`src/hdl/assert_macros.svh`:
```
// Assertion macros used by the RTL datapath of the array unit.
`ifndef ASSERT_MACROS_SVH
`define ASSERT_MACROS_SVH

// Property that must hold at every clock edge outside reset.
`define ASSERT_ALWAYS(lbl, prop, msg) \
	lbl: assert property (@(posedge clk) disable iff (!arst_n) (prop)) else $error(msg);

// Antecedent in a cycle implies consequent in the same cycle.
`define ASSERT_IMPLY(lbl, ante, cons, msg) \
	lbl: assert property (@(posedge clk) disable iff (!arst_n) (ante) |-> (cons)) else $error(msg);

// Antecedent in a cycle implies consequent in the next cycle.
`define ASSERT_NEXT(lbl, ante, cons, msg) \
	lbl: assert property (@(posedge clk) disable iff (!arst_n) (ante) |=> (cons)) else $error(msg);

`endif

```
`src/hdl/iida_pkg.sv`:
```
// Types, constants and codes shared by the indexed insert/delete array unit.
package iida_pkg;

	// Store size and derived widths
	localparam int CAPACITY = 64;
	localparam int AW       = $clog2(CAPACITY);
	localparam int CNT_W    = $clog2(CAPACITY + 1);
	localparam int POS_W    = 7;
	localparam int FILL_W   = 7;
	localparam int DATA_W   = 32;
	localparam int CMP_W    = (CNT_W > POS_W) ? CNT_W : POS_W;

	// Request codes
	typedef enum logic [1:0] {
		REQ_INSERT = 2'd0,
		REQ_DELETE = 2'd1,
		REQ_READ   = 2'd2
	} req_type_e_t;

	// Result status codes
	typedef enum logic [1:0] {
		STS_DONE   = 2'd0,
		STS_BOUNDS = 2'd1,
		STS_FULL   = 2'd2
	} status_e_t;

	// Request beat
	typedef struct packed {
		logic [1:0]               req_type;
		logic [POS_W-1:0]         position;
		logic signed [DATA_W-1:0] item_value;
	} req_t;

	// Result beat
	typedef struct packed {
		logic [1:0]               status;
		logic [FILL_W-1:0]        fill_count;
		logic signed [DATA_W-1:0] read_data;
	} rsp_t;

	// Controller states
	typedef enum logic [2:0] {
		S_IDLE,
		S_CHECK,
		S_SHIFT,
		S_FLUSH,
		S_INSVAL,
		S_RESP
	} state_e_t;

	// Controller to datapath commands
	typedef struct packed {
		logic load_req;
		logic set_ptr;
		logic shift_rd;
		logic pos_rd;
		logic wr_val;
		logic load_rsp;
	} cmd_t;

	// Datapath to controller status
	typedef struct packed {
		logic bad;
		logic is_ins;
		logic is_rd;
		logic has_shift;
		logic last;
		logic rsp_free;
	} dp_stat_t;

endpackage

```
`src/hdl/indexed_insert_delete_array_unit.sv`:
```
// Indexed insert/delete array unit: top level joining controller and datapath.
// Each request is checked; unless it fails, an insert or delete that moves entries then shifts
// them, one entry per cycle through the single write port of the store, and flushes the last
// write, and an insert writes its value; every request ends with its result beat.
// One request in flight: no new request beat is taken until the result is loaded.
// Reset clears the fill count and the result valid; stored values stay undefined.
module indexed_insert_delete_array_unit (
	input  logic           clk,
	input  logic           arst_n,
	input  logic           req_valid,
	output logic           req_stall,
	input  iida_pkg::req_t req,
	output logic           rsp_valid,
	input  logic           rsp_stall,
	output iida_pkg::rsp_t rsp
);

	iida_pkg::cmd_t     cmd;
	iida_pkg::dp_stat_t stat;

	iida_ctrl u_ctrl (
		.clk       (clk),
		.arst_n    (arst_n),
		.req_valid (req_valid),
		.req_stall (req_stall),
		.stat      (stat),
		.cmd       (cmd)
	);

	iida_dpath u_dpath (
		.clk       (clk),
		.arst_n    (arst_n),
		.req       (req),
		.cmd       (cmd),
		.stat      (stat),
		.rsp_valid (rsp_valid),
		.rsp_stall (rsp_stall),
		.rsp       (rsp)
	);

endmodule

```
`src/hdl/iida_ram.sv`:
```
// Generic single-write, single-read RAM with registered read data.
module iida_ram #(
	parameter int WIDTH = 32,
	parameter int DEPTH = 64
) (
	input  logic                     clk,
	input  logic                     we,
	input  logic [$clog2(DEPTH)-1:0] waddr,
	input  logic [WIDTH-1:0]         wdata,
	input  logic                     re,
	input  logic [$clog2(DEPTH)-1:0] raddr,
	output logic [WIDTH-1:0]         rdata
);

	logic [WIDTH-1:0] mem_q [DEPTH];
	logic [WIDTH-1:0] rdata_q;

	// Write port
	always_ff @(posedge clk) begin
		if (we) begin
			mem_q[waddr] <= wdata;
		end
	end

	// Registered read port, holds while not enabled
	always_ff @(posedge clk) begin
		if (re) begin
			rdata_q <= mem_q[raddr];
		end
	end

	assign rdata = rdata_q;

endmodule

```
`src/hdl/iida_ctrl.sv`:
```
// Controller state machine of the array unit: sequences check, shift, flush, value write and result.
module iida_ctrl (
	input  logic              clk,
	input  logic              arst_n,
	input  logic              req_valid,
	output logic              req_stall,
	input  iida_pkg::dp_stat_t stat,
	output iida_pkg::cmd_t    cmd
);

	iida_pkg::state_e_t state_q;
	iida_pkg::state_e_t state_nxt;

	// State register
	always_ff @(posedge clk or negedge arst_n) begin
		if (!arst_n) begin
			state_q <= iida_pkg::S_IDLE;
		end else begin
			state_q <= state_nxt;
		end
	end

	// Next state
	always_comb begin
		state_nxt = state_q;
		unique case (state_q)
			iida_pkg::S_IDLE: begin
				if (req_valid) state_nxt = iida_pkg::S_CHECK;
			end
			iida_pkg::S_CHECK: begin
				if (stat.bad || stat.is_rd) state_nxt = iida_pkg::S_RESP;
				else if (stat.has_shift)    state_nxt = iida_pkg::S_SHIFT;
				else if (stat.is_ins)       state_nxt = iida_pkg::S_INSVAL;
				else                        state_nxt = iida_pkg::S_RESP;
			end
			iida_pkg::S_SHIFT: begin
				if (stat.last) state_nxt = iida_pkg::S_FLUSH;
			end
			iida_pkg::S_FLUSH: begin
				state_nxt = stat.is_ins ? iida_pkg::S_INSVAL : iida_pkg::S_RESP;
			end
			iida_pkg::S_INSVAL: begin
				state_nxt = iida_pkg::S_RESP;
			end
			iida_pkg::S_RESP: begin
				if (stat.rsp_free) state_nxt = iida_pkg::S_IDLE;
			end
			default: state_nxt = iida_pkg::S_IDLE;
		endcase
	end

	// Outputs
	always_comb begin
		cmd       = '0;
		req_stall = 1'b1;
		unique case (state_q)
			iida_pkg::S_IDLE: begin
				req_stall    = 1'b0;
				cmd.load_req = req_valid;
			end
			iida_pkg::S_CHECK: begin
				if (!stat.bad) begin
					if (stat.is_rd)          cmd.pos_rd  = 1'b1;
					else if (stat.has_shift) cmd.set_ptr = 1'b1;
				end
			end
			iida_pkg::S_SHIFT: begin
				cmd.shift_rd = 1'b1;
			end
			iida_pkg::S_FLUSH: begin
				// pending shift write completes in the datapath
			end
			iida_pkg::S_INSVAL: begin
				cmd.wr_val = 1'b1;
			end
			iida_pkg::S_RESP: begin
				cmd.load_rsp = stat.rsp_free;
			end
			default: begin
			end
		endcase
	end

endmodule

```
`src/hdl/iida_dpath.sv`:
```
// Datapath of the array unit: request register, fill count, shift pointers, store, result register.
`include "assert_macros.svh"

module iida_dpath (
	input  logic               clk,
	input  logic               arst_n,
	input  iida_pkg::req_t     req,
	input  iida_pkg::cmd_t     cmd,
	output iida_pkg::dp_stat_t stat,
	output logic               rsp_valid,
	input  logic               rsp_stall,
	output iida_pkg::rsp_t     rsp
);

	iida_pkg::req_t                   req_q;
	logic [iida_pkg::CNT_W-1:0]       count_q;
	logic [iida_pkg::AW-1:0]          rp_q;
	logic [iida_pkg::AW-1:0]          end_q;
	logic                             pend_s1;
	logic [iida_pkg::AW-1:0]          wadr_s1;
	logic                             rsp_vld_q;
	iida_pkg::rsp_t                   rsp_q;

	logic [iida_pkg::CMP_W-1:0]       pos_c;
	logic [iida_pkg::CMP_W-1:0]       cnt_c;
	logic [iida_pkg::CMP_W:0]         pos_inc_c;
	logic [iida_pkg::AW-1:0]          pos_a;
	logic [iida_pkg::AW-1:0]          cnt_dec_a;
	logic                             is_ins;
	logic                             is_del;
	logic                             is_rd;
	logic                             bad;
	logic                             has_shift;
	iida_pkg::status_e_t              sts;
	logic [iida_pkg::CNT_W-1:0]       count_nxt;

	logic                             mem_we;
	logic [iida_pkg::AW-1:0]          mem_waddr;
	logic [iida_pkg::DATA_W-1:0]      mem_wdata;
	logic                             mem_re;
	logic [iida_pkg::AW-1:0]          mem_raddr;
	logic [iida_pkg::DATA_W-1:0]      mem_rdata;

	// Request register
	always_ff @(posedge clk) begin
		if (cmd.load_req) begin
			req_q <= req;
		end
	end

	assign pos_c     = iida_pkg::CMP_W'(req_q.position);
	assign cnt_c     = iida_pkg::CMP_W'(count_q);
	assign pos_inc_c = {1'b0, pos_c} + (iida_pkg::CMP_W+1)'(1);
	assign pos_a     = req_q.position[iida_pkg::AW-1:0];
	assign cnt_dec_a = iida_pkg::AW'(count_q - iida_pkg::CNT_W'(1));

	// Request decode and bounds check
	always_comb begin
		is_ins    = 1'b0;
		is_del    = 1'b0;
		is_rd     = 1'b0;
		has_shift = 1'b0;
		sts       = iida_pkg::STS_BOUNDS;
		unique case (req_q.req_type)
			iida_pkg::REQ_INSERT: begin
				is_ins    = 1'b1;
				has_shift = pos_c < cnt_c;
				if (pos_c > cnt_c)
					sts = iida_pkg::STS_BOUNDS;
				else if (cnt_c >= iida_pkg::CMP_W'(iida_pkg::CAPACITY))
					sts = iida_pkg::STS_FULL;
				else
					sts = iida_pkg::STS_DONE;
			end
			iida_pkg::REQ_DELETE: begin
				is_del    = 1'b1;
				has_shift = pos_inc_c < {1'b0, cnt_c};
				sts       = (pos_c < cnt_c) ? iida_pkg::STS_DONE : iida_pkg::STS_BOUNDS;
			end
			iida_pkg::REQ_READ: begin
				is_rd = 1'b1;
				sts   = (pos_c < cnt_c) ? iida_pkg::STS_DONE : iida_pkg::STS_BOUNDS;
			end
			default: sts = iida_pkg::STS_BOUNDS;
		endcase
		bad = (sts != iida_pkg::STS_DONE);
	end

	// Shift pointers: insert walks down from the tail, delete walks up from the hole
	always_ff @(posedge clk) begin
		if (cmd.set_ptr) begin
			if (is_ins) begin
				rp_q  <= cnt_dec_a;
				end_q <= pos_a;
			end else begin
				rp_q  <= pos_a + iida_pkg::AW'(1);
				end_q <= cnt_dec_a;
			end
		end else if (cmd.shift_rd) begin
			rp_q <= is_ins ? rp_q - iida_pkg::AW'(1) : rp_q + iida_pkg::AW'(1);
		end
	end

	// Pending write of the entry read in the previous cycle
	always_ff @(posedge clk or negedge arst_n) begin
		if (!arst_n) begin
			pend_s1 <= 1'b0;
		end else begin
			pend_s1 <= cmd.shift_rd;
		end
	end

	always_ff @(posedge clk) begin
		if (cmd.shift_rd) begin
			wadr_s1 <= is_ins ? rp_q + iida_pkg::AW'(1) : rp_q - iida_pkg::AW'(1);
		end
	end

	// Store port selection
	assign mem_we    = pend_s1 | cmd.wr_val;
	assign mem_waddr = cmd.wr_val ? pos_a : wadr_s1;
	assign mem_wdata = cmd.wr_val ? req_q.item_value : mem_rdata;
	assign mem_re    = cmd.shift_rd | cmd.pos_rd;
	assign mem_raddr = cmd.shift_rd ? rp_q : pos_a;

	iida_ram #(
		.WIDTH (iida_pkg::DATA_W),
		.DEPTH (iida_pkg::CAPACITY)
	) u_ram (
		.clk   (clk),
		.we    (mem_we),
		.waddr (mem_waddr),
		.wdata (mem_wdata),
		.re    (mem_re),
		.raddr (mem_raddr),
		.rdata (mem_rdata)
	);

	// Fill count after this request
	always_comb begin
		count_nxt = count_q;
		if (!bad && is_ins) count_nxt = count_q + iida_pkg::CNT_W'(1);
		if (!bad && is_del) count_nxt = count_q - iida_pkg::CNT_W'(1);
	end

	always_ff @(posedge clk or negedge arst_n) begin
		if (!arst_n) begin
			count_q <= '0;
		end else if (cmd.load_rsp) begin
			count_q <= count_nxt;
		end
	end

	// Result register
	always_ff @(posedge clk or negedge arst_n) begin
		if (!arst_n) begin
			rsp_vld_q <= 1'b0;
		end else if (cmd.load_rsp) begin
			rsp_vld_q <= 1'b1;
		end else if (!rsp_stall) begin
			rsp_vld_q <= 1'b0;
		end
	end

	always_ff @(posedge clk) begin
		if (cmd.load_rsp) begin
			rsp_q.status     <= sts;
			rsp_q.fill_count <= iida_pkg::FILL_W'(count_nxt);
			rsp_q.read_data  <= (is_rd && !bad) ? mem_rdata : '0;
		end
	end

	assign rsp_valid = rsp_vld_q;
	assign rsp       = rsp_q;

	// Status to controller
	assign stat.bad       = bad;
	assign stat.is_ins    = is_ins;
	assign stat.is_rd     = is_rd;
	assign stat.has_shift = has_shift;
	assign stat.last      = (rp_q == end_q);
	assign stat.rsp_free  = !rsp_vld_q || !rsp_stall;

	// Checks
	`ASSERT_ALWAYS(a_count_in_range, count_q <= iida_pkg::CNT_W'(iida_pkg::CAPACITY), "fill count above capacity")
	`ASSERT_ALWAYS(a_one_write, !(pend_s1 && cmd.wr_val), "shift write collides with value write")
	`ASSERT_IMPLY(a_shift_in_fill, cmd.shift_rd, iida_pkg::CNT_W'(rp_q) < count_q, "shift reads beyond fill count")

endmodule
```
`config.mk`:
```
export PLATFORM = sky130hd
export DESIGN_NAME = indexed_insert_delete_array_unit
export DESIGN_NICKNAME = d
export VERILOG_FILES = /design/src/hdl/iida_pkg.sv /design/src/hdl/indexed_insert_delete_array_unit.sv /design/src/hdl/iida_ram.sv /design/src/hdl/iida_ctrl.sv /design/src/hdl/iida_dpath.sv
export VERILOG_INCLUDE_DIRS = /design/src /design/src/hdl
export SDC_FILE = /design/constraint.sdc
export NUM_CORES = 2
export LEC_CHECK = 0
export BUFFER_PORTS_ARGS = -buffer_cell sky130_fd_sc_hd__buf_2
export CAP_MARGIN = 25
export CELL_PAD_IN_SITES_DETAIL_PLACEMENT = 0
export CELL_PAD_IN_SITES_GLOBAL_PLACEMENT = 2
export CORE_MARGIN = 3
export CORE_UTILIZATION = 25
export DETAILED_ROUTE_END_ITERATION = 10
export PLACE_DENSITY_LB_ADDON = 0.15
export SYNTH_ARGS = -nofsm -noshare
export SYNTH_HDL_FRONTEND = slang
export SYNTH_SLANG_ARGS = --single-unit
export TNS_END_PERCENT = 5
```
`constraint.sdc`:
```
create_clock -name clk -period 5.75 [get_ports clk]
set_clock_uncertainty 0.1 [all_clocks]
set_input_delay 0.575 -clock clk [delete_from_list [all_inputs] [get_ports clk]]
set_output_delay 0.575 -clock clk [all_outputs]
set_load 0.02 [all_outputs]
```
## Word-level counts from Yosys, hierarchy flattened

Memories as Yosys holds them, arrays and structs flattened. A register that Yosys moved wholly into a read port is not among the register bits.
Cells that the tools add are included.
W data, S select, Z words.

- Add/subtract/negate cells: 6
- Multipliers: 0
- Div/mod/pow operators: 0
- Order comparisons: 4
- Eq/ne operators: 12
- Shift-type cells: 0
- Multiplexer cells: 42
- Bitwise operators: 2
- Reductions and logical operators: 14

Operator list:

| cell | number |
|---|---|
| $mux W6 | 8 |
| $mux W32 | 1 |
| $mux W1 | 21 |
| $pmux W3 S6 | 1 |
| $mux W3 | 5 |
| $mux W7 | 2 |
| $add A6 B1 Y6 const B | 2 |
| $add A7 B1 Y8 const B | 1 |
| $lt A8 B7 Y1 | 1 |
| $add A7 B1 Y7 const B | 1 |
| $ge A7 B7 Y1 const B | 1 |
| $gt A7 B7 Y1 | 1 |
| $lt A7 B7 Y1 | 1 |
| $sub A7 B1 Y7 const B | 1 |
| $eq A3 B2 Y1 const B | 2 |
| $eq A3 B3 Y1 const B | 2 |
| $eq A6 B6 Y1 | 1 |
| $sub A6 B1 Y6 const B | 1 |
| $mux W2 | 2 |
| $ne A2 B1 Y1 const B | 2 |
| $ne A2 B2 Y1 const B | 2 |
| $pmux W2 S2 | 1 |
| $reduce_bool A2 Y1 | 2 |
| $eq A3 B1 Y1 const B | 1 |
| other kinds (11) | 17 |

- Register bits: 112
- Latch bits: 0
- RAM bits: 2048
- Bits in read-only memories: 0
- Input bits: 45
- Output and inout bits: 43
- Word-level logic and storage cells: 94
- Memories: 1

Memory list:

| memory | depth | width | read ports | clocked after Yosys merged registers in | wr ports | RTL line | RTL |
|---|---|---|---|---|---|---|---|
| u_dpath.u_ram.mem_q | 64 | 32 | 1 | 1 | 1 | iida_ram.sv:15 | `logic [WIDTH-1:0] mem_q [DEPTH];` |

## Longest topological paths before layout

- Depth after elaboration: 9
- Gate-level depth with buffers: 12
- Gate-level depth less buffers: 10

## Modules after synthesis

From an unflattened synthesis, not the netlist that was laid out.

- Cells, all modules: 3776
- Area, all modules: 84649.9 sq um

Modules (own cells, without submodules):

| module | instances | cells an instance | area each (sq um) | sequential area each (sq um) |
|---|---|---|---|---|
| iida_ram | 1 | 3324 | 78835.6 | 62459.9 |
| iida_dpath | 1 | 417 | 5544.1 | 3228.1 |
| iida_ctrl | 1 | 35 | 270.3 | 75.1 |

## Worst setup path before layout

No wires, ideal clock.

- Path kind: reg-to-reg
- From: reg u_ctrl.state_q[0]
- To: mem u_dpath.u_ram.mem_q[41][0], enable pin
- Library setup time: 0.468 ns
- Arrival time: 4.034 ns
- Data required time: 5.182 ns
- Slack: 1.149 ns
- Cell stages (with the launch flop): 6
- Buffers on the path: 2
- Clock period less this slack: 4.601 ns
- Cells stage by stage: dfrtp_1 buf_2 nor3b_2 clkbuf_1 mux2_2 nor3b_1

- Cells in the longest elaborated chain, start to end: 5
- Elaborated cells between the ends (all ways): 6
- Classes of those cells: eq/ne (1); mux (4); bitwise (1)

RTL lines:

| item | RTL line | RTL |
|---|---|---|
| from (decl) | iida_ctrl.sv:11 | `iida_pkg::state_e_t state_q;` |
| from (signal assigned) | iida_ctrl.sv:17 | `state_q <= iida_pkg::S_IDLE;` |
| from (signal assigned) | iida_ctrl.sv:19 | `state_q <= state_nxt;` |
| $eq A3 B3 Y1 (*) | iida_ctrl.sv:56 | `unique case (state_q)` |
| $mux W1 (*) | iida_ctrl.sv:56 |  |
| $or A1 B1 Y1 | iida_dpath.sv:120 | `assign mem_we = pend_s1 \| cmd.wr_val;` |
| $mux W1 | iida_ram.sv:20 | `if (we) begin` |
| $mux W1 (implied by the code) | iida_ram.sv:21 | `mem_q[waddr] <= wdata;` |
| to (decl) | iida_ram.sv:15 |  |

Every way passes the cells marked *; elsewhere a longest branch is shown, timed or not.

==> impl_metrics.py <==
metrics = {
    "synthesis": {
        "synthTopCellsByArea": "edfxtp_1, mux2i_1, o22ai_1",
        "synth_top_area_frac": 0.771,
        "async_flop_share": 0.00547,
        "yosys.area.top_type": "edfxtp_1",
        "synth_edf_count": 2180,
        "yosys_register_bits": 2192,
        "syn_nets": 4669,
        "synth_area_um2": 84900,
        "yosysWarnings": 0,
        "synth-seq-area-share": 0.775,
        "synth_ff_type": "edfxtp_1",
        "syn_inst": 4601,
        "syn_avg_cell_area_um2": 18.5,
        "ys_types": 57,
    },
    "run_status": {
        "status": "complete, no violations",
    },
    "floorplan": {
        "io_pins": 88,
        "start_util": 0.252,
        "die_area_um2": 347000,
        "die_y_um": 589,
        "num_rows": 213,
        "die_width_um": 589,
        "coreArea_um2": 337000,
    },
    "power_and_ir_drop": {
        "powerDensity_nw_per_um2": 428,
        "power_frac_seq": 0.467,
        "switching_power_uw": 12900,
        "p_int_uw": 30300,
        "combinationalPowerShare": 0.193,
        "power.leakage_uw": 0.0338,
        "peakVddDrop_v": 0.000253,
        "power_uw": 43200,
        "p_sw_frac": 0.298,
        "pwr-share-clk": 0.340,
    },
    "routing": {
        "wirelength_um": 290000,
        "drc": 0,
        "routed_via_density": 4.60,
        "post_drt_wl_per_cell_um": 29.9,
        "drt-initial-drc-count": 3485,
        "num_vias": 44700,
        "first_pass_iters": 5,
        "postRouteAntennaNets": 0,
    },
    "critical_path": {
        "crit_fanout": 28,
        "crit_type": "flop to flop",
        "worst-endpoint-arrival_ns": 5.58,
        "required_ns": 6.23,
        "rr_worst_depth": 9,
        "end_kind": "flop",
        "worstSetupStartpointType": "flop",
    },
    "clock_tree": {
        "cts.path.max_buffers": 4,
        "cts_tree": "built",
        "clkTransAtPathRegs_ns": 0.06,
        "cts.sinks": 2192,
        "insertion_delay_ns": 0.91,
        "numCtsBuffers": 247,
        "cts-root-buf": "clkbuf_16",
        "cts_resized": 0,
        "htreeDepth": 4,
    },
    "sta": {
        "setup_viol": 0,
        "hold_viol": 0,
        "grt_setup_unrepaired": "no",
        "tightestPinTransition_ns": 1.15,
        "slew_headroom": 0.220,
        "maxSlewViolCount": 0,
        "period_needed_ns": 5.10,
        "max_freq_ghz": 0.196,
        "period_share": 0.887,
        "fin_setup_tns_ns": 0,
        "timing.final.ws_setup_ns": 0.652,
    },
    "cells_and_area": {
        "areaGrowthSynthToFinish_pct": 18.8,
        "drive_gt1_frac": 0.160,
        "register_area_um2": 65800,
        "final.fill_count": 33200,
        "multi_input_area_um2": 18400,
        "final_nets": 5050,
    },
    "flow_run": {
        "maxCapViolCount": 0,
    },
    "grt": {
        "grt_pass1_vias": 45300,
        "grt_pass1_wl_um": 396000,
        "track_usage": 0.163,
        "grt_overflow": 0,
        "antenna_found_initial": 23,
        "grt_max_degree": 78,
    },
    "worst_hold_path": {
        "hp-class": "input port to async pin",
    },
    "place": {
        "place_hpwl_um": 174000,
        "port_buffers": 87,
        "dpl_worst_slack_ns": 0.656,
        "gp_congestion": 0.741,
    },
}
-- worst max-delay path, stage by stage, from the launching register on --
cell and delay [ns]:
dfrtp_1 0.53, or3b_1 0.68, inv_2 0.43, mux2i_1 0.38
nand2_4 0.65, buf_4 0.56, buf_4 0.26, o22ai_1 0.08
o41ai_1 0.83, o2111ai_1 0.26
-- Yosys cell counts (all sizes together), types with 2 or more instances --
cell and instances:
or3 3, nand2b 11, xor2 6, o22a 2
a21oi 17, nor4 38, nor2b 4, mux2 38
buf 225, o211ai 3, or2 6, nand3b 3
and4 3, nand3 20, nor3 11, a31oi 3
clkbuf 43, a21o 4, nand2 52, o31ai 3
nor3b 8, a32oi 2, nor2 81, o22ai 512
dfrtp 12, o2111ai 32, xnor2 26, nand4 5
o41ai 97, edfxtp 2180, o21ai 18, a211oi 2
mux2i 1043, and2 32, o2bb2ai 2, ha 23
inv 19
-- kinds of logic (layout without fill, tap and decap cells) --
group           count (synthesis)  in the layout  share of synthesized area
buf+inv                       288            859                     0.0182
mux                          1081           1081                      0.128
fa+ha+maj                      23             23                    0.00339
simple gates                  281            281                     0.0167
other cells                     0             12                          0
xor+xnor                       32             32                    0.00330
flops                        2192           2192                      0.775
compound gates                704            704                     0.0558
-- cells in the final DEF (no fill, tap or decap), types with 5 or more instances in the layout --
cell type / Yosys / final
edfxtp_1: 2180 / 2180
mux2i_1: 1043 / 1042
o22ai_1: 512 / 512
clkbuf_16: 0 / 248
buf_4: 70 / 205
buf_2: 148 / 96
o41ai_1: 97 / 81
nor2_4: 0 / 63
clkbuf_1: 42 / 59
clkinv_1: 1 / 56
buf_12: 0 / 55
clkinv_2: 0 / 49
nand2_1: 52 / 44
dlygate4sd3_1: 0 / 43
nor4_1: 38 / 33
o2111ai_1: 32 / 32
and2_1: 32 / 32
xnor2_1: 26 / 26
ha_1: 23 / 23
nand3_1: 20 / 20
mux2_2: 38 / 20
nor2_1: 81 / 18
mux2_4: 0 / 18
inv_1: 18 / 17
a21oi_1: 17 / 16
o21ai_0: 16 / 16
o41ai_2: 0 / 16
diode_2: 0 / 12
dfrtp_1: 12 / 12
nor3_1: 11 / 11
nand2b_1: 11 / 11
bufinv_16: 0 / 9
clkinvlp_4: 0 / 9
nand2_4: 0 / 8
xor2_1: 6 / 6
nand4_1: 5 / 5
nor4_2: 0 / 5
-- power by group through the flow --
stage	logic (uW)	clock network, uW	registers [uW]
floorplan	4300	0	20400
global placement	8410	0	20500
detailed placement	8510	0	20500
CTS	8540	15200	20200
global route	8910	15800	20200
finish	8320	14700	20200
-- stage by stage --
| stage | util | cells | hold WS, ns | area, um2 |
|---|---|---|---|---|
| global placement | 0.275 | 9192 | 0.440 | 92900 |
| global route | 0.299 | 9690 | 0.0594 | 101000 |
| finish | 0.299 | 9699 | 0.0772 | 101000 |
| CTS | 0.299 | 9686 | 0.0158 | 101000 |
| detailed placement | 0.276 | 9204 | 0.441 | 93100 |
| floorplan | - | 4601 | 0.179 | 84900 |
-- layer usage --
metal,vias up,track usage,wire [um]
li1,19600,-,-
met1,23900,0.233,137000
met2,882,0.265,137000
met3,315,0.0207,10800
met4,0,0.0304,5150
met5,-,0,0
-- final cells by class --
cell class | count | share of cell area
antenna | 12 | 0.000298
clock inverter | 130 | 0.00888
multi-input combinational | 2121 | 0.183
inverter | 20 | 0.000757
clock buffer | 309 | 0.0640
timing repair buffer | 400 | 0.0353
tap | 4515 | 0.0560
sequential | 2192 | 0.652
-- final timing paths --
kind,from,end,slack (ns)
worst max-delay path,u_ctrl.state_q[2],u_dpath.u_ram.rdata[19],0.65
worst min-delay path,arst_n,u_dpath.rsp_valid,0.08
worst max register to register,u_ctrl.state_q[2],u_dpath.u_ram.rdata[19],0.65
worst min register to register,u_dpath.cnt_c[1],u_dpath.cnt_c[1],0.52
max in group asynchronous,arst_n,u_dpath.cnt_c[5],5.19
min in group clk,req_valid,u_ctrl.state_q[0],0.10
-- repair_timing --
action	CTS	global route
hold buffers	43	0
endpoints found under the hold margin	54	0
buffers inserted	0	0
-- sequential cells by signal, summed over array words and instances, names as in the netlist, 3 cells and up --
signal	flops
u_dpath.rp_q	6
u_dpath.wadr_s1	6
u_dpath.end_q	6
u_dpath.rsp	41
u_dpath.req_q	34
u_dpath.pos_c	7
u_ctrl.state_q	3
u_dpath.u_ram.mem_q	2048
u_dpath.u_ram.rdata	32
u_dpath.cnt_c	7
(Power assumes the default switching activity.)
